--- src/hdl/mips1_integer_execute_unit_macros.svh ---
// ----------------------------------------------------------------------------
// MIPS-I execute unit assertion macros
// Shared assertion helpers for the execute unit; clocked on clk, off in reset.
// ----------------------------------------------------------------------------
`ifndef MIPS1_INTEGER_EXECUTE_UNIT_MACROS_SVH
`define MIPS1_INTEGER_EXECUTE_UNIT_MACROS_SVH

// Same-cycle implication.
`define MIE_ASSERT_NOW(label, ante, cons, msg) \
  label: assert property (@(posedge clk) disable iff (rst) (ante) |-> (cons)) else $error(msg);

// Next-cycle implication.
`define MIE_ASSERT_NEXT(label, ante, cons, msg) \
  label: assert property (@(posedge clk) disable iff (rst) (ante) |=> (cons)) else $error(msg);

`endif

--- src/hdl/mie_pkg.sv ---
// ----------------------------------------------------------------------------
// MIPS-I execute unit package
// Operation codes and the decoded request record passed from front to back.
// ----------------------------------------------------------------------------
package mie_pkg;

  typedef enum logic [5:0] {
    OP_NOP, OP_SLL, OP_SRL, OP_SRA, OP_SLLV, OP_SRLV, OP_SRAV, OP_JR, OP_JALR,
    OP_SYSCALL, OP_MFHI, OP_MTHI, OP_MFLO, OP_MTLO, OP_MULT, OP_MULTU, OP_DIV,
    OP_DIVU, OP_ADD, OP_SUB, OP_AND, OP_OR, OP_XOR, OP_NOR, OP_SLT, OP_SLTU,
    OP_BLTZ, OP_BGEZ, OP_BLTZAL, OP_BGEZAL, OP_J, OP_JAL, OP_BEQ, OP_BNE,
    OP_BLEZ, OP_BGTZ, OP_ADDI, OP_SLTI, OP_SLTIU, OP_ANDI, OP_ORI, OP_XORI,
    OP_LUI, OP_BAD
  } op_t;

  typedef struct packed {
    op_t         op;
    logic [4:0]  wreg;
    logic [31:0] word;
    logic [31:0] pc;
  } dec_t;

  localparam int QUEUE_DEPTH = 2;

endpackage

--- src/hdl/mie_queue.sv ---
// ----------------------------------------------------------------------------
// MIPS-I execute unit request queue
// Short FIFO of decoded requests between the front end and the back end.
// ----------------------------------------------------------------------------
module mie_queue (
  input  logic           clk,
  input  logic           rst,
  input  logic           push,
  output logic           push_ready,
  input  mie_pkg::dec_t  push_data,
  output logic           pop_valid,
  input  logic           pop,
  output mie_pkg::dec_t  pop_data
);
  import mie_pkg::*;

  localparam int PW = $clog2(QUEUE_DEPTH);

  dec_t          mem [QUEUE_DEPTH];
  logic [PW-1:0] wr_ptr;
  logic [PW-1:0] rd_ptr;
  logic [PW:0]   count;
  logic          do_push;
  logic          do_pop;

  assign push_ready = count != (PW+1)'(QUEUE_DEPTH);
  assign pop_valid  = count != '0;
  assign pop_data   = mem[rd_ptr];
  assign do_push    = push && push_ready;
  assign do_pop     = pop && pop_valid;

  always_ff @(posedge clk) begin
    if (rst) begin
      wr_ptr <= '0;
      rd_ptr <= '0;
      count  <= '0;
    end else begin
      if (do_push) begin
        wr_ptr <= (wr_ptr == PW'(QUEUE_DEPTH - 1)) ? '0 : wr_ptr + 1'b1;
      end
      if (do_pop) begin
        rd_ptr <= (rd_ptr == PW'(QUEUE_DEPTH - 1)) ? '0 : rd_ptr + 1'b1;
      end
      count <= count + (PW+1)'(do_push) - (PW+1)'(do_pop);
    end
    if (do_push) begin
      mem[wr_ptr] <= push_data;
    end
  end

endmodule

--- config.mk ---
export PLATFORM = sky130hd
export DESIGN_NAME = mie_queue
export DESIGN_NICKNAME = d
export VERILOG_FILES = /design/src/hdl/mips1_integer_execute_unit_macros.svh /design/src/hdl/mie_pkg.sv /design/src/hdl/mie_queue.sv
export SDC_FILE = /design/constraint.sdc
export NUM_CORES = 1
export LEC_CHECK = 0
export ABC_AREA = 1
export BUFFER_PORTS_ARGS = -buffer_cell sky130_fd_sc_hd__buf_2
export CORE_MARGIN = 2
export CORE_UTILIZATION = 29
export DETAILED_ROUTE_END_ITERATION = 8
export HOLD_SLACK_MARGIN = 0.05
export PLACE_DENSITY = 0.47
export SLEW_MARGIN = 20
export SYNTH_ARGS = -nofsm -noshare
export SYNTH_HDL_FRONTEND = slang
export SYNTH_SLANG_ARGS = --single-unit
--- constraint.sdc ---
create_clock -name clk -period 7.7 [get_ports clk]
set_input_delay 0 -clock clk [delete_from_list [all_inputs] [get_ports clk]]
set_output_delay 0 -clock clk [all_outputs]
set_load 0.005 [all_outputs]
* Word level (Yosys, flattened, before mapping)
Memory sizes are Yosys's and may differ from the RTL's. A register that Yosys moved wholly into a read port is not among the register bits. Index checks and enable logic that the tools add are counted.
Cells by class: $add $sub $neg 4, reductions and logical operators 3, equality and inequality tests 1, muxes and demuxes 6
Operators by type and width (number):
- 1-bit 2-to-1 mux | 6
- 1-bit adder (second input constant) | 2
- 2-bit by 1-bit adder with 2-bit output | 1
- 1-bit logical AND | 2
- 2-bit inequality test (second input constant) | 1
- 2-bit nonzero test | 1
- 2-bit by 1-bit subtractor with 2-bit output | 1
Storage, ports and cells: bits in writable memories 150, logic and storage cells 18, input bits 79, output and inout bits 77, memories kept 1, register bits 4
Memories:
- mem | words 2, width 75, read ports 1, clocked after Yosys merged registers in 1, wr ports 1, line mie_queue.sv:19 | dec_t mem [QUEUE_DEPTH];

* Longest topological paths before layout
Gate-level depths: netlist of the first run.
depth in word-level cells 4, mapped depth 11, mapped depth without buffers 11

* Worst setup path after synthesis of the first run
Ideal clock, no wire load.
path type register to register, start reg count[0], end mem mem[1][0] (netlist name) (enable), cell stages (with the launch flop) 5, data required time 7.190 ns, buffers on the path 0, clock period less this slack 4.279 ns, setup time 0.510 ns, arrival 3.769 ns, setup slack 3.421 ns, path through dfxtp_1 > inv_1 > nand2_1 > nand2_1 > nor2_1
On the way: cells in the longest elaborated chain, start to end 4
Ends and longest elaborated chain:
- from (decl) | line mie_queue.sv:22 | logic [PW:0] count;
- from (signal assigned) | line mie_queue.sv:44 | count <= count + (PW+1)'(do_push) - (PW+1)'(do_pop);
- 2-bit inequality test | line mie_queue.sv:26 | assign push_ready = count != (PW+1)'(QUEUE_DEPTH);
- named net push_ready | line mie_queue.sv:9 | output logic push_ready,
- 1-bit logical AND | line mie_queue.sv:29 | assign do_push = push && push_ready;
- 1-bit 2-to-1 mux | line mie_queue.sv:46 | if (do_push) begin
- 1-bit 2-to-1 mux (implied by the code) | line mie_queue.sv:47 | mem[wr_ptr] <= push_data;
- to (decl) | line mie_queue.sv:19
The timed path passes the listed nets, and every way through them passes these cells.

==> results of run 1 <==
==> logic make-up after synthesis <==
family / after synthesis / synth area share
AO/OA/AOI/OAI: 2 / 0.00171
XOR/XNOR: 1 / 0.00150
adder cells (fa/ha/maj): 1 / 0.00214
buffers and inverters: 16 / 0.0184
flip-flops: 155 / 0.787
multiplexers: 75 / 0.176
AND/OR/NAND/NOR: 19 / 0.0126
==> layout by cell type (no fill, tap or decap), drive strengths merged <==
master,n
edfxtp,150
dlygate4sd3,78
inv,8
xnor2,1
nand2,8
buf,160
bufinv,2
a21oi,2
ha,1
nor2,9
nor3,1
mux2,75
dfxtp,5
nand3,1
clkbuf,20
clkinv,8
==> area by class of cell <==
cell class | instances | area [um^2]
clock buffer | 20 | 437
clock inverter | 10 | 103
fill | 1854 | 11400
inverter | 8 | 30.0
multi-input combinational | 98 | 1150
sequential | 155 | 4610
tap | 265 | 332
timing repair buffer | 238 | 1630
==> worst reg2reg max path: stages, from the launching register on <==
cell and delay, ns:
dfxtp_1 0.36, inv_1 0.05, nand2_1 0.09, nand2_1 0.20, nor2_4 0.56, buf_4 0.61
==> state kept, by name, indices dropped and copies added (netlist names), named ones only <==
| register | cells |
|---|---|
| count | 2 |
| mem | 150 |
| wr_ptr | 1 |
| rd_ptr | 1 |
==> where the power goes <==
part	switching, W	internal [W]
Sequential	0.0000597	0.00107
Combinational	0.000251	0.000318
Clock	0.000298	0.000468
==> stage by stage <==
stage	area (um^2)	power [W]
global route	8290	0.00259
floorplan	5850	0.00148
CTS	8290	0.00251
finish	8290	0.00247
global placement	6920	0.00168
detailed placement	6970	0.00170
==> worst min path at each step <==
stage             startpoint    endpoint  slack [ns]  cells after the start
3_3_place_gp   push_data[74]  mem[1][74]        0.19                      1
4_1_cts        push_data[74]  mem[0][74]        0.28                      2
6_report        push_data[2]   mem[0][2]        0.31                      2
2_1_floorplan            rst    count[0]        0.07                      1
3_5_place_dp   push_data[38]  mem[0][38]        0.19                      1
5_1_grt        push_data[74]  mem[0][74]        0.28                      2
==> metal layers <==
metal | global-route usage | vias to the layer above
met1 | 0.141 | 1574
met3 | 0.0394 | 16
li1 | - | 1536
met2 | 0.182 | 108
met5 | 0 | -
met4 | 0.0437 | 0
==> repair_timing <==
| item | in CTS | in global routing |
|---|---|---|
| setup endpoints to repair | 0 | 0 |
| resized for setup | 0 | 0 |
| endpoints found under the hold margin | 155 | 0 |
| hold buffers | 78 | 0 |
==> out/qor.txt, run 1 <==
Worst r2r src = count[0]
Vias per cell = 4.07
Die Y = 146 um
Core area = 19,700 um^2
Via Count = 3,234
Critical path class = flop to primary output
Gate count after technology mapping = 269
Setup repair bufs after CTS = 0
Die X = 146 um
Most numerous cell in the Yosys netlist = edfxtp_1
Antenna diodes = 0
CTS tree = yes
PortBufs = 155
Max Fanout on Critical Path = 41
Setup WS post-layout = 5.24 ns
Relative slew slack = 0.538
Initial core utilization = 0.298
Most frequent cells after synthesis = edfxtp_1 (150), mux2_4 (50), mux2_2 (25), nor2_1 (9)
Hold WS = 0.308 ns
Met2 wire len = 5590 um
Reg2Reg Capture Point = mem[1][48]
Dpl cells = 686
DRC errors left = 0
DR WL met3 = 715 um
Root Driver = clkbuf_16
Pre-antenna DRT Iters = 4
FFs w/ async S/R, synth = 0
Synth top area share = 0.770
Total global-route track usage = 0.113
Synthesized area per cell = 21.7 um^2
Synth top area cells = edfxtp_1 (77%), mux2_4 (13%), mux2_2 (4.8%)
# H-tree levels = 4
Worst stage delay on the critical path = 0.80 ns
Top sig layer = met4
Top_reg_cell synth = edfxtp_1
Flop2flop setup slack = 5.44 ns
Most area-hungry cell type in the Yosys netlist = edfxtp_1
Min Tclk post-route = 2.46 ns
Worst Setup Start Kind = flop
Die area = 21,300 um^2
Register-to-Register Path Depth = 5
Pwr/cell area = 297 nW/um^2
Actual slew at the worst max-slew pin = 0.693 ns
Critical Path Slowest Stage Cell = dfxtp_4
Peak Freq = 0.406 GHz
Final worst path period share = 0.320
CP top delay family = buffers and inverters
Deepest clock path buffer count = 2
Finished Layout Cells = 794
Core Util, Final = 0.422
Vias in the first global route = 3,351
Final Hold Fails = 0
Hold Path Class = input pin to flop
I/O Pins = 156
First-pass GRT wire length = 17,900 um
Yosys warning count = 0
Register area share after synthesis = 0.787
Routed wire length = 11,900 um
Hpwl dp = 7700 um
Worst path bufs/invs = 2
Post-Syn Area = 5850 um^2
CP Capture Type = primary output
Worst-path clk slew = 0.06 ns
VDD IR max = 0.145 mV
Initial antenna violation count = 0
Critical Path End = pop_data[65]
Final Setup Violations = 0
Clock Skew = 0.00957 ns
Place WS = 5.40 ns
Max-cap viol count = 0
Met1 wire length = 5410 um
RSZ-0062 raised after global routing = false
Clock sink count = 155
Yosys cell types = 14
Number of synthesized flops with an enable pin = 150
Final-report max-slew violation count = 0
GRT Residual Overflow = 0
Setup TNS = 0 ns
Synth-to-Final Area Change = 41.7%
LEAKAGE = 3.21 nW
Status = finished clean
Cell Chain, Critical Path = buf_4, mux2_2, buf_2
Pin count of the biggest net entering global routing = 42
Yosys reg bits = 155
Share of post-route cells with drive strength above 1 = 0.493
DRT iter0 DRCs = 134
Levels on crit path = 3
Critical path data required time = 7.70 ns
WL/cell = 15.0 um
GP Congestion = 0.689
Final ANT Viol Nets = 0
Final nets = 598
CTS buffer count = 17
Syn_nets = 349
Worst-skew pair later-pin latency = 0.42 ns
WP data arrival = 2.46 ns
FP Rows = 51
(Power assumes the default switching activity.)
==> run 2: changes to the inputs <==
--- a/config.mk
+++ b/config.mk
@@ -5,7 +5,7 @@
 export SDC_FILE = /design/constraint.sdc
 export NUM_CORES = 1
 export LEC_CHECK = 0
-export ABC_AREA = 1
+export ABC_AREA = 0
 export BUFFER_PORTS_ARGS = -buffer_cell sky130_fd_sc_hd__buf_2
 export CORE_MARGIN = 2
 export CORE_UTILIZATION = 29
==> constraint.sdc (replaced) <==
create_clock -name clk -period 2.3 [get_ports clk]
set_input_delay 0 -clock clk [delete_from_list [all_inputs] [get_ports clk]]
set_output_delay 0 -clock clk [all_outputs]
set_load 0.005 [all_outputs]
==> run 2 against run 1 <==
- sequential share of layout area is 0.41 points higher
- sequential power rose to 3.2 times the previous value
- routed wire length decreased by 4.4%
- critical path depth did not move
- critical path type unchanged
- critical endpoint is now pop_data[34]
==> out/qor.txt, run 2 <==
Worst-skew pair later-pin latency = 0.42 ns (about the same)
Synth top area share = 0.793 (was 0.770)
Most numerous cell in the Yosys netlist = edfxtp_1 (unchanged)
Final Hold Fails = 0 (unchanged)
Final Setup Violations = 0 (unchanged)
Most common cell after layout, fill and taps aside = buf_2 (unchanged)
# H-tree levels = 4 (unchanged)
Core Util, Final = 0.425 (was 0.422)
Register area share after synthesis = 0.811 (was 0.787)
Yosys reg bits = 155 (unchanged)
Post-CTS Hold Buffers = 79 (was 78)
Yosys warning count = 0 (unchanged)
Pin count of the biggest net entering global routing = 36 (was 42)
Min Tclk post-route = 1.84 ns
WL/cell = 14.3 um (was 15.0 um)
Synthesized area per cell = 21.7 um^2 (about the same)
Setup repair bufs after CTS = 0 (unchanged)
Cell Chain, Critical Path = buf_12, mux2_2, buf_2 (was buf_4, mux2_2, buf_2)
Clock sink count = 155 (unchanged)
Pre-antenna DRT Iters = 4 (unchanged)
Vias per cell = 4.08 (was 4.07)
Share of post-route cells with drive strength above 1 = 0.511 (was 0.493)
Synth-to-Final Area Change = 44.8% (was 41.7%)
GRT Residual Overflow = 0 (unchanged)
Post-Syn Area = 5680 um^2 (was 5850 um^2)
Initial antenna violation count = 1 (was 0)
Largest register FFs = 150 (unchanged)
Final-report max-slew violation count = 0 (unchanged)
First-pass GRT wire length = 17,200 um (was 17,900 um)
WP data arrival = 1.84 ns (was 2.46 ns)
Status = finished clean (unchanged)
Worst stage delay on the critical path = 0.61 ns (was 0.80 ns)
Deepest clock path buffer count = 2 (unchanged)
Area of the multi-input gates = 1000 um^2 (was 1150 um^2)
LEAKAGE = 3.07 nW (was 3.21 nW)
DRT iter0 DRCs = 162 (was 134)
Critical path class = flop to primary output (unchanged)
Hold WS = 0.299 ns (was 0.308 ns)
RSZ-0062 raised after global routing = false (unchanged)
VDD IR max = 0.514 mV (was 0.145 mV)
CTS buffer count = 17 (unchanged)
Hold Path Class = input pin to flop (unchanged)
Setup TNS = 0 ns (unchanged)
Commonest cells after routing, fill and taps aside = buf_2 (155), edfxtp_1 (150), dlygate4sd3_1 (79) (was buf_2 (155), edfxtp_1 (150), dlygate4sd3_1 (78))
Gate count after technology mapping = 262 (was 269)
Die X = 144 um (was 146 um)
CTS-repair resized insts = 0 (unchanged)
Actual slew at the worst max-slew pin = 0.460 ns (was 0.693 ns)
Final worst path period share = 0.802
I/O Pins = 156 (unchanged)
Syn_nets = 342 (was 349)
Number of synthesized flops with an enable pin = 150 (unchanged)
Vias in the first global route = 3,440 (was 3,351)
Final nets = 594 (was 598)
Via Count = 3,228 (was 3,234)
Initial core utilization = 0.294 (was 0.298)
PortBufs = 155 (unchanged)
Clock Skew = 0.0100 ns (was 0.00957 ns)
Critical Path Slowest Stage Cell = dfxtp_4 (unchanged)
CTS tree = yes (unchanged)
Max-cap viol count = 0 (unchanged)
Worst-path clk slew = 0.06 ns (about the same)
FFs w/ async S/R, synth = 0 (unchanged)
Core area = 19,300 um^2 (was 19,700 um^2)
Most area-hungry cell type in the Yosys netlist = edfxtp_1 (unchanged)
GP Congestion = 0.658 (was 0.689)
Yosys cell types = 24 (was 14)
Die Y = 144 um (was 146 um)
Reg area = 4610 um^2 (unchanged)
Most frequent cells after synthesis = edfxtp_1 (150), mux2_2 (75), buf_6 (5), dfxtp_1 (5), nor2_1 (5) (was edfxtp_1 (150), mux2_4 (50), mux2_2 (25), nor2_1 (9))
Fillcell total = 1,770 (was 1,854)
Total global-route track usage = 0.113 (about the same)
Pwr/cell area = 945 nW/um^2 (was 297 nW/um^2)
FP Rows = 51 (unchanged)
Max Fanout on Critical Path = 35 (was 41)
Hpwl dp = 7210 um (was 7700 um)
Synth top area cells = edfxtp_1 (79%), mux2_2 (15%), dfxtp_1 (1.8%) (was edfxtp_1 (77%), mux2_4 (13%), mux2_2 (4.8%))
Final ANT Viol Nets = 0 (unchanged)
Die area = 20,700 um^2 (was 21,300 um^2)
Largest regs = mem x150, count x2 (unchanged)
Top_reg_cell synth = edfxtp_1 (unchanged)
CP Capture Type = primary output (unchanged)
Worst Setup Start Kind = flop (unchanged)
Root Driver = clkbuf_16 (unchanged)
Relative slew slack = 0.693 (was 0.538)
Routed wire length = 11,400 um (was 11,900 um)
Peak Freq = 0.542 GHz
Critical path data required time = 2.30 ns (was 7.70 ns)
Register name with the most flops = mem (unchanged)
DRC errors left = 0 (unchanged)
[run 2: kinds of logic after synthesis]
group	after synthesis	share of synthesized area
flops	155	0.811
mux	76	0.151
simple gates	13	0.0123
buf+inv	9	0.0137
compound gates	7	0.00903
xor+xnor	1	0.00154
fa+ha+maj	1	0.00220
[run 2: critical path, delay by kind of cell, from the launching register on]
kind	cells	cell delay, ns
flip-flops	1	0.61
multiplexers	1	0.37
buffers and inverters	2	0.41
[run 2: final cells by class]
cell class,count,area share
Inverter,1,0.000913
Sequential cell,155,0.560
Tap cell,265,0.0403
Clock buffer,19,0.0526
Multi-Input combinational cell,98,0.122
Clock inverter,12,0.0178
Antenna cell,1,0.000304
Timing Repair Buffer,241,0.206
[run 2: through the flow]
step                      instance area, um^2  power, W  worst slack [ns]  std cells
after floorplan                          5690   0.00438             0.108        262
after global placement                   6850   0.00498             0.543        681
after detailed placement                 6850   0.00501             0.513        681
after CTS                                8220   0.00792             0.377        791
after global routing                     8230   0.00817             0.343        792
final                                    8230   0.00778             0.455        792
[run 2: path summary, 6_finish.rpt]
check | cells past startpoint | slack (ns) | from | to
max reg2reg | 4 | 0.54 | count[0] | mem[0][28]
min reg2reg | 2 | 0.51 | rd_ptr | rd_ptr
max | 3 | 0.46 | flop | pop_data[34]
min | 2 | 0.30 | push_data[71] | mem[1][71]
[run 2: metal layers]
| metal | global-route usage | share of wire | up-vias |
|---|---|---|---|
| met2 | 0.191 | 0.50 | 90 |
| li1 | - | - | 1540 |
| met5 | 0 | 0 | - |
| met3 | 0.0407 | 0.061 | 13 |
| met4 | 0.0542 | 0.014 | 0 |
| met1 | 0.128 | 0.43 | 1585 |
[run 2: power breakdown]
part	switching [W]	internal (W)
Clock	0.00107	0.00169
Combinational	0.000623	0.000826
Sequential	0.000130	0.00343
Total	0.00182	0.00595
