<file path="config.mk">
export PLATFORM = sky130hd
export DESIGN_NAME = mie_front
export DESIGN_NICKNAME = d
export VERILOG_FILES = /design/src/hdl/mips1_integer_execute_unit_macros.svh /design/src/hdl/mie_pkg.sv /design/src/hdl/mie_front.sv
export SDC_FILE = /design/constraint.sdc
export NUM_CORES = 1
export LEC_CHECK = 0
export BUFFER_PORTS_ARGS = -buffer_cell sky130_fd_sc_hd__buf_2
export CORE_ASPECT_RATIO = 1.1
export CORE_UTILIZATION = 41
export CTS_CLUSTER_DIAMETER = 120
export CTS_CLUSTER_SIZE = 40
export DETAILED_ROUTE_END_ITERATION = 6
export PLACE_DENSITY_LB_ADDON = 0.2
export SLEW_MARGIN = 20
export SYNTH_ARGS = -nofsm -noshare
export SYNTH_HDL_FRONTEND = slang
export SYNTH_SLANG_ARGS = --single-unit
export TNS_END_PERCENT = 10
</file>
<file path="constraint.sdc">
create_clock -name clk -period 2.4 [get_ports clk]
set_clock_uncertainty 0.1 [all_clocks]
set_input_delay 0.12 -clock clk [delete_from_list [all_inputs] [get_ports clk]]
set_output_delay 0.12 -clock clk [all_outputs]
set_load 0.005 [all_outputs]
</file>
<file path="src/hdl/mips1_integer_execute_unit_macros.svh">
// ----------------------------------------------------------------------------
// MIPS-I execute unit assertion macros
// Shared assertion helpers for the execute unit; clocked on clk, off in reset.
// ----------------------------------------------------------------------------
`ifndef MIPS1_INTEGER_EXECUTE_UNIT_MACROS_SVH
`define MIPS1_INTEGER_EXECUTE_UNIT_MACROS_SVH

// Same-cycle implication.
`define MIE_ASSERT_NOW(label, ante, cons, msg) \
  label: assert property (@(posedge clk) disable iff (rst) (ante) |-> (cons)) else $error(msg);

// Next-cycle implication.
`define MIE_ASSERT_NEXT(label, ante, cons, msg) \
  label: assert property (@(posedge clk) disable iff (rst) (ante) |=> (cons)) else $error(msg);

`endif

</file>
<file path="src/hdl/mie_pkg.sv">
// ----------------------------------------------------------------------------
// MIPS-I execute unit package
// Operation codes and the decoded request record passed from front to back.
// ----------------------------------------------------------------------------
package mie_pkg;

  typedef enum logic [5:0] {
    OP_NOP, OP_SLL, OP_SRL, OP_SRA, OP_SLLV, OP_SRLV, OP_SRAV, OP_JR, OP_JALR,
    OP_SYSCALL, OP_MFHI, OP_MTHI, OP_MFLO, OP_MTLO, OP_MULT, OP_MULTU, OP_DIV,
    OP_DIVU, OP_ADD, OP_SUB, OP_AND, OP_OR, OP_XOR, OP_NOR, OP_SLT, OP_SLTU,
    OP_BLTZ, OP_BGEZ, OP_BLTZAL, OP_BGEZAL, OP_J, OP_JAL, OP_BEQ, OP_BNE,
    OP_BLEZ, OP_BGTZ, OP_ADDI, OP_SLTI, OP_SLTIU, OP_ANDI, OP_ORI, OP_XORI,
    OP_LUI, OP_BAD
  } op_t;

  typedef struct packed {
    op_t         op;
    logic [4:0]  wreg;
    logic [31:0] word;
    logic [31:0] pc;
  } dec_t;

  localparam int QUEUE_DEPTH = 2;

endpackage

</file>
<file path="src/hdl/mie_front.sv">
// ----------------------------------------------------------------------------
// MIPS-I execute unit front end
// Accepts instruction requests, classifies them and hands them to the queue.
// ----------------------------------------------------------------------------
module mie_front (
  input  logic           clk,
  input  logic           rst,
  input  logic           in_valid,
  output logic           in_ready,
  input  logic [31:0]    instr_word,
  input  logic [31:0]    fetch_pc,
  output logic           push,
  input  logic           push_ready,
  output mie_pkg::dec_t  push_data
);
  import mie_pkg::*;

  localparam logic [5:0] PRI_SPECIAL = 6'h00, PRI_REGIMM = 6'h01, PRI_J = 6'h02,
    PRI_JAL = 6'h03, PRI_BEQ = 6'h04, PRI_BNE = 6'h05, PRI_BLEZ = 6'h06,
    PRI_BGTZ = 6'h07, PRI_ADDI = 6'h08, PRI_ADDIU = 6'h09, PRI_SLTI = 6'h0A,
    PRI_SLTIU = 6'h0B, PRI_ANDI = 6'h0C, PRI_ORI = 6'h0D, PRI_XORI = 6'h0E,
    PRI_LUI = 6'h0F;
  localparam logic [5:0] FN_SLL = 6'h00, FN_SRL = 6'h02, FN_SRA = 6'h03,
    FN_SLLV = 6'h04, FN_SRLV = 6'h06, FN_SRAV = 6'h07, FN_JR = 6'h08,
    FN_JALR = 6'h09, FN_SYSCALL = 6'h0C, FN_MFHI = 6'h10, FN_MTHI = 6'h11,
    FN_MFLO = 6'h12, FN_MTLO = 6'h13, FN_MULT = 6'h18, FN_MULTU = 6'h19,
    FN_DIV = 6'h1A, FN_DIVU = 6'h1B, FN_ADD = 6'h20, FN_ADDU = 6'h21,
    FN_SUB = 6'h22, FN_SUBU = 6'h23, FN_AND = 6'h24, FN_OR = 6'h25,
    FN_XOR = 6'h26, FN_NOR = 6'h27, FN_SLT = 6'h2A, FN_SLTU = 6'h2B;
  localparam logic [4:0] RI_BLTZ = 5'h00, RI_BGEZ = 5'h01, RI_BLTZAL = 5'h10,
    RI_BGEZAL = 5'h11;
  localparam logic [4:0] LINK_REG = 5'd31;

  dec_t ent;
  logic ent_valid;
  dec_t dec;

  always_comb begin
    dec.word = instr_word;
    dec.pc   = fetch_pc;
    dec.op   = OP_BAD;
    dec.wreg = instr_word[20:16];
    case (instr_word[31:26])
      PRI_SPECIAL: begin
        dec.wreg = instr_word[15:11];
        case (instr_word[5:0])
          FN_SLL:     dec.op = OP_SLL;
          FN_SRL:     dec.op = OP_SRL;
          FN_SRA:     dec.op = OP_SRA;
          FN_SLLV:    dec.op = OP_SLLV;
          FN_SRLV:    dec.op = OP_SRLV;
          FN_SRAV:    dec.op = OP_SRAV;
          FN_JR:      dec.op = OP_JR;
          FN_JALR:    dec.op = OP_JALR;
          FN_SYSCALL: dec.op = OP_SYSCALL;
          FN_MFHI:    dec.op = OP_MFHI;
          FN_MTHI:    dec.op = OP_MTHI;
          FN_MFLO:    dec.op = OP_MFLO;
          FN_MTLO:    dec.op = OP_MTLO;
          FN_MULT:    dec.op = OP_MULT;
          FN_MULTU:   dec.op = OP_MULTU;
          FN_DIV:     dec.op = OP_DIV;
          FN_DIVU:    dec.op = OP_DIVU;
          FN_ADD:     dec.op = OP_ADD;
          FN_ADDU:    dec.op = OP_ADD;
          FN_SUB:     dec.op = OP_SUB;
          FN_SUBU:    dec.op = OP_SUB;
          FN_AND:     dec.op = OP_AND;
          FN_OR:      dec.op = OP_OR;
          FN_XOR:     dec.op = OP_XOR;
          FN_NOR:     dec.op = OP_NOR;
          FN_SLT:     dec.op = OP_SLT;
          FN_SLTU:    dec.op = OP_SLTU;
          default:    dec.op = OP_BAD;
        endcase
      end
      PRI_REGIMM: begin
        dec.wreg = LINK_REG;
        case (instr_word[20:16])
          RI_BLTZ:   dec.op = OP_BLTZ;
          RI_BGEZ:   dec.op = OP_BGEZ;
          RI_BLTZAL: dec.op = OP_BLTZAL;
          RI_BGEZAL: dec.op = OP_BGEZAL;
          default:   dec.op = OP_BAD;
        endcase
      end
      PRI_J:     dec.op = OP_J;
      PRI_JAL:   begin dec.op = OP_JAL; dec.wreg = LINK_REG; end
      PRI_BEQ:   dec.op = OP_BEQ;
      PRI_BNE:   dec.op = OP_BNE;
      PRI_BLEZ:  dec.op = OP_BLEZ;
      PRI_BGTZ:  dec.op = OP_BGTZ;
      PRI_ADDI:  dec.op = OP_ADDI;
      PRI_ADDIU: dec.op = OP_ADDI;
      PRI_SLTI:  dec.op = OP_SLTI;
      PRI_SLTIU: dec.op = OP_SLTIU;
      PRI_ANDI:  dec.op = OP_ANDI;
      PRI_ORI:   dec.op = OP_ORI;
      PRI_XORI:  dec.op = OP_XORI;
      PRI_LUI:   dec.op = OP_LUI;
      default:   dec.op = OP_BAD;
    endcase
    // An all-zero word is a no-op, not a shift of r0 into r0.
    if (instr_word == 32'd0) begin
      dec.op = OP_NOP;
    end
  end

  assign in_ready  = !ent_valid || push_ready;
  assign push      = ent_valid;
  assign push_data = ent;

  always_ff @(posedge clk) begin
    if (rst) begin
      ent_valid <= 1'b0;
    end else if (in_ready) begin
      ent_valid <= in_valid;
    end
    if (in_ready && in_valid) begin
      ent <= dec;
    end
  end

endmodule

</file>
---- After elaboration in Yosys (flattened, before gate mapping) ----
Memories as Yosys holds them, arrays and structs flattened.
Index checks and enable logic that the tools add are counted.
operators by class
  reductions and logical operators ........ 8
  mux-type cells .......................... 3
  equal/unequal tests ..................... 18
operators by type and width
  kind                                            count
  one-hot mux 6 bit (15 select lines)             1
  == test 6 x 4 -> 1 bit (second input constant)  8
  zero test 32 bit                                1
  == test 6 x 3 -> 1 bit (second input constant)  4
  one-hot mux 6 bit (4 select lines)              1
  == test 6 x 2 -> 1 bit (second input constant)  2
  == test 5 bit (second input constant)           2
  one-hot mux 5 bit (2 select lines)              1
  == test 6 x 1 -> 1 bit (second input constant)  1
  zero test 6 bit                                 1
  == test 5 x 1 -> 1 bit (second input constant)  1
  zero test 5 bit                                 1
  OR reduction 2 bit                              2
  logical AND 1 bit                               1
  zero test 1 bit                                 1
  logical OR 1 bit                                1
storage, ports and cells
  flip-flop bits (word level) ............. 76
  word-level logic and storage cells ...... 35
  output and inout bits ................... 77
  ROM bits ................................ 384
  input port bits ......................... 68
  memories kept ........................... 1
memory list
  memory           words  bits a word  read ports  clocked after Yosys merged registers in  write ports  RTL line         text
  (no name shown)  64     6            1           0                                        0            mie_front.sv:46  case (instr_word[5:0])

---- Logic depth before layout (Yosys ltp) ----
Gate-level depths: netlist of the first run.
  depth in word-level cells ............... 3
  gate-level depth with buffers ........... 7
  mapped depth without buffers ............ 7

---- Least setup slack after synthesis of the first run ----
OpenSTA, ideal clock, no wires.
  kind .................................... reg-to-reg
  start ................................... register ent_valid, in the netlist push
  end ..................................... register ent, in the netlist push_data[0] (enable)
  required time ........................... 1858 ps
  buffers on the path ..................... 0
  path slack .............................. -342 ps
  clock period less this slack ............ 2742 ps
  setup time .............................. 442 ps
  cell stages (with the launch flop) ...... 3
  arrival time ............................ 2200 ps
  cell sequence ........................... dfxtp_1 > nand2b_1 > and2_1
between the ends
  cells in the longest elaborated chain, start to end .. 3
ends and longest elaborated chain
  element                   RTL line          text
  start: declaration        mie_front.sv:35   logic ent_valid;
  start signal: assignment  mie_front.sv:117  ent_valid <= in_valid;
  zero test 1 bit           mie_front.sv:109  assign in_ready = !ent_valid || push_ready;
  logical OR 1 bit          mie_front.sv:109
  via in_ready              mie_front.sv:9    output logic in_ready,
  logical AND 1 bit         mie_front.sv:119  if (in_ready && in_valid) begin
  end signal: assignment    mie_front.sv:120  ent <= dec;
  end: declaration          mie_front.sv:34   dec_t ent;
The timed path passes the listed nets, and every way through them passes these cells.
A chain may end at the register's enable or synchronous reset.

---- Worst setup path in the final report of the first run ----
  start ................................... input instr_word[1]
  end ..................................... register ent, in the netlist push_data[72] (data pin)
between the ends
  cells in the longest elaborated chain, start to end .. 2
  elaborated cells between the ends (all ways) .. 3
  those cells by class .................... mux (1); reduce/logical (1); memory (1)
ends and longest elaborated chain
  element                              RTL line         text
  start: declaration                   mie_front.sv:10  input logic [31:0] instr_word,
  memory read (64 x 6 bit)             n/a
  one-hot mux 6 bit (15 select lines)  mie_front.sv:43  case (instr_word[31:26])
Parallel ways exist; a longest one is shown, timed or not.

==> results.ini, run 1 <==
[die]
dieArea_sq_um=7702
die-height_microns=91.95
row_count=32
coreArea_sq_um=7047
io-pin-count=145
die_x_microns=83.77
initial_core_util_pct=42.79

[grt]
grtUsageTotal_pct=22.39
use_met3_pct=5.671
gr-max-usage-layer=met2
antenna_found_initial=0
grt_pass1_vias=2512
overflow=0
use_met2_pct=41.60
grt_max_degree=38
grt_first_pass_wirelength_mm=12.88
use_met1_pct=24.14

[clock_tree]
hold_buffers=61
cts_inserted_buffers=9
htreeDepth=3
cts_resized=0
post-cts-setup-buffer-count=0
cts_tree=built
cts.sinks=76
cts_root_buf=clkbuf_8
cts_buffer_depth=2
clkLatencyLatePin_ns=0.34
clkTransAtPathRegs_ns=0.08

[placement]
placedCellCount=422
dp_hpwl_mm=5.064
place.gp.congestion=0.7735
numPortBuffers=144

[route]
drt_iter0_markers=166
ant_nets=0
wl_per_cell_microns=16.74
detail_route.first_pass.iterations=4
drc=0
vias=2469
viasPerCell=4.948
wl_mm=8.354

[synth]
synth-edff-count=75
synth_top_flop_cell=edfxtp_1
yosysTopAreaCellShare_pct=74.69
synth-compound-area-share_pct=9.917
synth_warnings=0
ys_ff_latch=76
syn_inst=199
syn_nets=271
synth_mux_area_share_pct=0
synth_area_per_cell_sq_um=15.15
synthArstFlopShare_pct=0
synth_cell_types=36
synth-adder-area-share_pct=1.660
synth_area_leaders=edfxtp_1 (75%), a21oi_1 (2.0%), inv_1 (1.7%)
ys_seq_area_share_pct=75.35
synth_top_area_cell=edfxtp_1
synthSimpleGateAreaFrac_pct=9.295
synth_area_sq_um=3015
synth_top_family_by_area=compound AO/OA/AOI/OAI gates
yosys.area_share.xor_xnor_pct=0.5809

[pwr]
power_leakage_nw=1.953
p_per_area_nw_per_um2=655.2
irDropWorstVdd_mv=0.5003

[sta]
slew_headroom_pct=60.25
hold_violations=0
rsz0062_at_grt=no
setup_tns_ns=0
tightest_slew_ns=0.5917
setup_viol=0
fin_crit_sh_pct=85.11
hold_ws_ns=0.04192
period_minus_slack_ns=2.043
slew_violations=0
clock.fmax_mhz=489.6

[critical_path]
reg2reg_to=push_data[14]$_DFFE_PP_
cp.arrival_ns=2.03
critPathMaxFanout=9
endpoint=push_data[72]$_SDFFCE_PN0P_
cp.required_ns=2.39
r2r_cells=3
r2r-start=push$_SDFFE_PP0N_
path_class=primary input to register
startpoint_type=primary input
cp-end-kind=register
critPathLaunch=instr_word[1]
reg2reg_slack_ns=0.77

[finish]
layout_common_cells=buf_2 (144), edfxtp_1 (75), dlygate4sd3_1 (61), inv_1 (14)
layoutNonFillerInstCount=499
area_growth_pct=54.81
drive_gt1_share_pct=40.58
antenna_cells=0
fin_nets=481
final_common_cell=buf_2

[flow_run]
max_cap_viol_count=0

[status]
status=finished clean

[worst_hold_path]
hp-class=primary input to register

-- per-layer routing --
layer  vias up  routed length [microns]
met5         -                        0
met4         0                      112
met3         8                      551
met2       114                     4549
met1      1161                     3140
li1       1186                        -
-- cells by family (layout without fill, tap and decap cells) --
logic type | after synthesis | count (layout)
buffers and inverters | 22 | 237
AOI/OAI and AO/OA | 46 | 46
DFF | 76 | 76
xor gates and xnor gates | 2 | 2
and+or+nand+nor | 49 | 49
adders and majority gates | 4 | 4
-- worst min path at each step --
stage,endpoint,slack (ns),start,cells after the start
global placement,push$_SDFFE_PP0N_,0.18,rst,2
global route,push_data[61]$_DFFE_PP_,0.03,instr_word[29],1
detailed placement,push$_SDFFE_PP0N_,0.18,rst,2
finish,push_data[61]$_DFFE_PP_,0.04,instr_word[29],1
floorplan,push$_SDFFE_PP0N_,0.09,rst,1
CTS,push_data[34]$_DFFE_PP_,0.008,instr_word[2],1
-- area by class of cell --
class / instances / area [sq um]
fillers: 545 / 2379
flip-flops and latches: 76 / 2272
repair buffers: 207 / 1359
multi-input cells: 101 / 649.4
clock buffers: 9 / 123.9
well taps: 85 / 106.4
clock inverters: 7 / 105.1
inverters: 14 / 52.55
-- sequential cells by signal, summed over array words and instances (netlist names) --
signal / cells
push: 1
push_data: 75
-- worst max-delay path: stages --
cell and delay (ns):
dlygate4sd3_1 0.53, buf_2 0.17, inv_1 0.14, ha_1 0.21
nand2b_1 0.10, nor3_1 0.21, nand2_1 0.13, nor4_4 0.33
nor2_1 0.08
-- power by group --
group	total [mW]	internal, mW	leakage, nW	switching, mW
logic	0.371	0.189	1.11	0.183
clock network	1.12	0.604	0.113	0.514
registers	1.57	1.55	0.729	0.0199
-- through the flow --
| stage | utilization [%] | power (mW) | cell area, sq um | setup WS [ns] |
|---|---|---|---|---|
| after floorplan | - | 1.710 | 3017 | 0.4818 |
| after global placement | 54.33 | 1.876 | 3829 | 0.6410 |
| after detailed placement | 54.33 | 1.882 | 3829 | 0.5568 |
| after CTS | 66.25 | 3.076 | 4668 | 0.3947 |
| after global routing | 66.25 | 3.176 | 4668 | 0.2281 |
| final | 66.25 | 3.059 | 4668 | 0.3574 |
-- cells in the mapped netlist, types with 2 or more instances --
master and instances:
a2111oi_0 3, a21boi_0 2, a21oi_1 12, a31oi_1 4, and2_1 2, and3_1 2, buf_2 2, clkbuf_1 4
edfxtp_1 75, ha_1 4, inv_1 14, nand2_1 7, nand2b_1 5, nand3_1 3, nor2_1 12, nor3_1 9
nor4_1 3, nor4_4 2, o211ai_1 3, o21ai_0 9, o21ai_1 2, o22a_1 5, o31ai_1 2
Power figures use the tool's default switching activity.
==> inputs of run 2 (changes only) <==
--- a/config.mk
+++ b/config.mk
@@ -6,12 +6,12 @@
 export NUM_CORES = 1
 export LEC_CHECK = 0
 export BUFFER_PORTS_ARGS = -buffer_cell sky130_fd_sc_hd__buf_2
-export CORE_ASPECT_RATIO = 1.1
 export CORE_UTILIZATION = 41
 export CTS_CLUSTER_DIAMETER = 120
 export CTS_CLUSTER_SIZE = 40
 export DETAILED_ROUTE_END_ITERATION = 6
 export PLACE_DENSITY_LB_ADDON = 0.2
+export RECOVER_POWER = 25
 export SLEW_MARGIN = 20
 export SYNTH_ARGS = -nofsm -noshare
 export SYNTH_HDL_FRONTEND = slang
==> run 2 against run 1 <==
Compared with the run above:
- non-clock buffer count decreased by 1
- highest routed layer unchanged
- first-iteration DRC count down 56%
- via count is 1.7% lower
- critical path type unchanged
==> results.ini, run 2 (synthesis gave the netlist of run 1 again) <==
[clock_tree]
cts_root_buf=clkbuf_8
cts_buffer_depth=2
cts_inserted_buffers=9
cts_tree=built
clkTransAtPathRegs_ns=0.08
post-cts-setup-buffer-count=0
cts.sinks=76
htreeDepth=3
hold_buffers=61
cts_resized=0
clkLatencyLatePin_ns=0.34

[finish]
antenna_cells=0
fin_nets=480
fillCellCount=537
final_util_pct=66.32
area_growth_pct=52.74
final_common_cell=buf_2
drive_gt1_share_pct=34.14
largest_reg_flops=75
layout_common_cells=buf_2 (119), edfxtp_1 (75), dlygate4sd3_1 (61), clkbuf_1 (26), inv_1 (14)

[critical_path]
slowest_delay_ns=0.52
startpoint_type=primary input
critPathMaxFanout=6
cp.arrival_ns=1.98
cp.required_ns=2.37
cpMaxStageDelayCell=dlygate4sd3_1
path_class=primary input to register
crit_family=buffers and inverters
path_buf_inv=3
path_cells=dlygate4sd3_1 > clkbuf_1 > inv_1 > ha_1 > nand2b_1 > o21ai_0 > a2111oi_0 > a2111oi_1
cp-end-kind=register
reg2reg_slack_ns=0.83

[pwr]
p_seq_share_pct=54.8
p_int_mw=2.212
p_per_area_nw_per_um2=620.7
clock_power_share_pct=32.6
swShare_pct=22.64
switchingPower_mw=0.6473
comb_power_share_pct=12.5
irDropWorstVdd_mv=0.3003
power_leakage_nw=1.860
power_mw=2.859

[die]
io-pin-count=145
dieArea_sq_um=7702
die-height_microns=87.76
row_count=30
die_x_microns=87.76
coreArea_sq_um=6944
initial_core_util_pct=43.42

[route]
detail_route.first_pass.iterations=5
wl_mm=7.673
wl_per_cell_microns=15.07
drc=0
ant_nets=0
viasPerCell=4.768
drt_iter0_markers=73
vias=2427

[sta]
setup_viol=0
hold_violations=0
slew_headroom_pct=52.03
setup_tns_ns=0
rsz0062_at_grt=no
slew_violations=0
period_minus_slack_ns=2.010
hold_ws_ns=0.1561
fin_crit_sh_pct=83.77
tightest_slew_ns=0.7196
clock.fmax_mhz=497.4
finalWorstSetupSlack_ns=0.3896

[grt]
antenna_found_initial=0
grt_pass1_vias=2370
overflow=0
grt_max_degree=50
grtUsageTotal_pct=20.31
grt_first_pass_wirelength_mm=11.52

[flow_run]
max_cap_viol_count=0

[placement]
dp_slack_ns=0.6202
dp_hpwl_mm=4.861
numPortBuffers=144
place.gp.congestion=0.8367

[status]
status=finished clean

[worst_hold_path]
hp-class=primary input to register

[run 2: changes by cell type in the layout (fill, tap and decap cells not counted), sizes merged]
cell / previous run / this run
clkinvlp: 1 / 2
clkinv: 0 / 2
inv: 18 / 15
clkbuf: 9 / 35
bufinv: 2 / 1
buf: 146 / 120
[run 2: final cells by class]
class | count | area [sq um] | area share (%)
Tap cell | 96 | 120.1 | 2.608
Sequential cell | 76 | 2272 | 49.33
Clock inverter | 6 | 63.81 | 1.385
Clock buffer | 10 | 127.6 | 2.771
Timing Repair Buffer | 206 | 1320 | 28.66
Inverter | 14 | 52.55 | 1.141
Multi-Input combinational cell | 101 | 649.4 | 14.10
[run 2: routing by layer]
layer / up-vias / global-route usage, % / wire, microns
met5: - / 0 / 0
met4: 0 / 7.154 / 82
met3: 8 / 6.221 / 549
met2: 101 / 36.72 / 4049
met1: 1143 / 22.55 / 2992
li1: 1175 / - / -
[run 2: through the flow]
stage	cell area [sq um]	cells
floorplan	3017	199
global placement	3835	432
detailed placement	3835	432
CTS	4637	509
global route	4606	509
finish	4606	509
[run 2: final timing paths]
check | from | cells past startpoint | to
worst min-delay path | instr_word[29] | 1 | push_data[61]$_DFFE_PP_
worst max-delay path | instr_word[0] | 8 | push_data[71]$_SDFFCE_PN0P_
worst max register to register | push$_SDFFE_PP0N_ | 3 | push_data[60]$_DFFE_PP_
worst min register to register | push$_SDFFE_PP0N_ | 2 | push_data[13]$_DFFE_PP_
[run 2: power by group through the flow]
stage | Clock, mW | Sequential [mW] | Combinational [mW]
floorplan | 0 | 1.61 | 0.0979
global placement | 0 | 1.59 | 0.282
detailed placement | 0 | 1.60 | 0.283
CTS | 0.961 | 1.57 | 0.362
global route | 1.01 | 1.58 | 0.395
finish | 0.933 | 1.57 | 0.359
==> inputs of run 3 (changes only) <==
==> constraint.sdc (replaced) <==
create_clock -name clk -period 1.8 [get_ports clk]
set_clock_uncertainty 0.1 [all_clocks]
set_input_delay 0.09 -clock clk [delete_from_list [all_inputs] [get_ports clk]]
set_output_delay 0.09 -clock clk [all_outputs]
set_load 0.005 [all_outputs]
==> run 3 against run 2 <==
Compared with the run above:
- sequential cell count did not move
- critical path depth did not move
- via count rose by 0.87%
- cell count rose by 2.2%
- cell area rose by 3.1%
- global-route usage rose by 0.70 points
- routed wire length rose by 2.5%
- total power rose by 40%
- clock power rose by 53%
- utilization rose by 2.1 points
- critical endpoint unchanged
- highest routed layer unchanged
==> results.ini, run 3 (synthesis gave the netlist of run 1 again) <==
[status]
status=finished clean

[route]
drt_iter0_markers=103
vias=2448
viasPerCell=4.708
wl_mm=7.867
detail_route.first_pass.iterations=4
drc=0
ant_nets=0
wl_per_cell_microns=15.13

[critical_path]
reg2reg_to=push_data[74]$_SDFFCE_PN0P_
reg2reg_slack_ns=0.48
r2r-start=push$_SDFFE_PP0N_
slowest_delay_ns=0.55
cp-end-kind=register
r2r_cells=3
cpMaxStageDelayCell=dlygate4sd3_1
crit_top_cell=a2111oi_1
path_cells=buf_2 > dlygate4sd3_1 > buf_4 > and2_1 > a32oi_1 > o31ai_1 > a2111oi_1 > a2111oi_1
path_class=primary input to register
cp.arrival_ns=1.73
endpoint=push_data[71]$_SDFFCE_PN0P_
critPathLaunch=instr_word[1]
critPathMaxFanout=8
startpoint_type=primary input
cp.required_ns=1.78

[sta]
rsz0062_at_grt=no
tightest_slew_ns=0.6812
hold_violations=0
slew_violations=0
slew_headroom_pct=54.59
fin_crit_sh_pct=97.32
period_minus_slack_ns=1.752
hold_ws_ns=0.03761
clock.fmax_mhz=570.9
setup_viol=0
setup_tns_ns=0

[grt]
gr-max-usage-layer=met2
antenna_found_initial=0
use_met3_pct=6.126
grtUsageTotal_pct=21.01
grt_max_degree=57
use_met2_pct=38.55
grt_first_pass_wirelength_mm=11.83
grt_pass1_vias=2364
use_met1_pct=23.20
overflow=0

[finish]
fin_nets=491
area_growth_pct=57.47
fillCellCount=514
drive_gt1_share_pct=36.79
layout_common_cells=buf_2 (119), edfxtp_1 (75), dlygate4sd3_1 (63), clkbuf_1 (24), inv_1 (14)
largest_reg_flops=75
final_common_cell=buf_2
antenna_cells=0

[clock_tree]
cts_inserted_buffers=9
cts.sinks=76
cts_root_buf=clkbuf_8
cts_tree=built
cts_buffer_depth=2
clkLatencyLatePin_ns=0.35
clkTransAtPathRegs_ns=0.08
htreeDepth=3

[die]
die-height_microns=87.76
row_count=30
coreArea_sq_um=6944
io-pin-count=145
initial_core_util_pct=43.42
die_x_microns=87.76
dieArea_sq_um=7702

[placement]
place.gp.congestion=0.8341
dp_hpwl_mm=5.048
numPortBuffers=144

[worst_hold_path]
hp-class=primary input to register

[pwr]
irDropWorstVdd_mv=0.4832
p_per_area_nw_per_um2=845.7
power_leakage_nw=1.936
power_mw=4.016

[flow_run]
max_cap_viol_count=0

## run 3: cell types whose count changed in the layout (fill, tap and decap cells not counted), sizes merged
cell,before,now
buf,120,128
dlygate4sd3,61,63
bufinv,1,2
clkinvlp,2,1
inv,15,16
## run 3: metrics by stage
step | std cells | instance area [sq um] | setup slack (ns) | util, %
finish | 520 | 4748 | 0.04830 | 68.38
global route | 520 | 4748 | 0.005405 | 68.38
CTS | 517 | 4732 | 0.02855 | 68.14
detailed placement | 438 | 3880 | 0.05404 | 55.87
global placement | 438 | 3880 | 0.1580 | 55.87
floorplan | 199 | 3018 | 0.2661 | -
## run 3: per-layer routing
metal	routed length, microns	vias to the layer above	part of all wire [%]
met3	570	4	7.2
met5	0	-	0
met1	3051	1133	39
li1	-	1203	-
met2	4205	108	53
met4	39	0	0.50
## run 3: layout make-up
class / count / area, sq um / share of cell area [%]
multi-input cells: 101 / 675.6 / 14.23
inverters: 14 / 52.55 / 1.107
repair buffers: 217 / 1406 / 29.62
clock inverters: 7 / 97.59 / 2.055
well taps: 96 / 120.1 / 2.530
flip-flops and latches: 76 / 2272 / 47.85
clock buffers: 9 / 123.9 / 2.609
## run 3: worst min path at each step
stage                   start                 endpoint  depth (start not counted)
2_1_floorplan             rst        push$_SDFFE_PP0N_                          1
3_3_place_gp              rst        push$_SDFFE_PP0N_                          2
3_5_place_dp              rst        push$_SDFFE_PP0N_                          2
4_1_cts        instr_word[26]  push_data[58]$_DFFE_PP_                          1
5_1_grt        instr_word[26]  push_data[58]$_DFFE_PP_                          1
6_report       instr_word[26]  push_data[58]$_DFFE_PP_                          1
## run 3: power breakdown
group          internal (mW)  switching [mW]  leakage, nW
clock                  0.788           0.640        0.108
combinational          0.256           0.243         1.10
sequential              2.07          0.0230        0.729
total                   3.11           0.906         1.94
## run 3: repair_timing
item                                    4_1_cts  5_1_grt
hold buffers                                 63        0
gates resized for setup                       0        6
endpoints found under the setup margin        0        4
hold endpoints to repair                     65        0
buffers inserted                              0        3
## run 3: worst max-delay path: cells and delay by family
family	cells	cell delay, ns
and+or+nand+nor	1	0.18
buffers and inverters	3	0.82
AOI/OAI and AO/OA	4	0.62
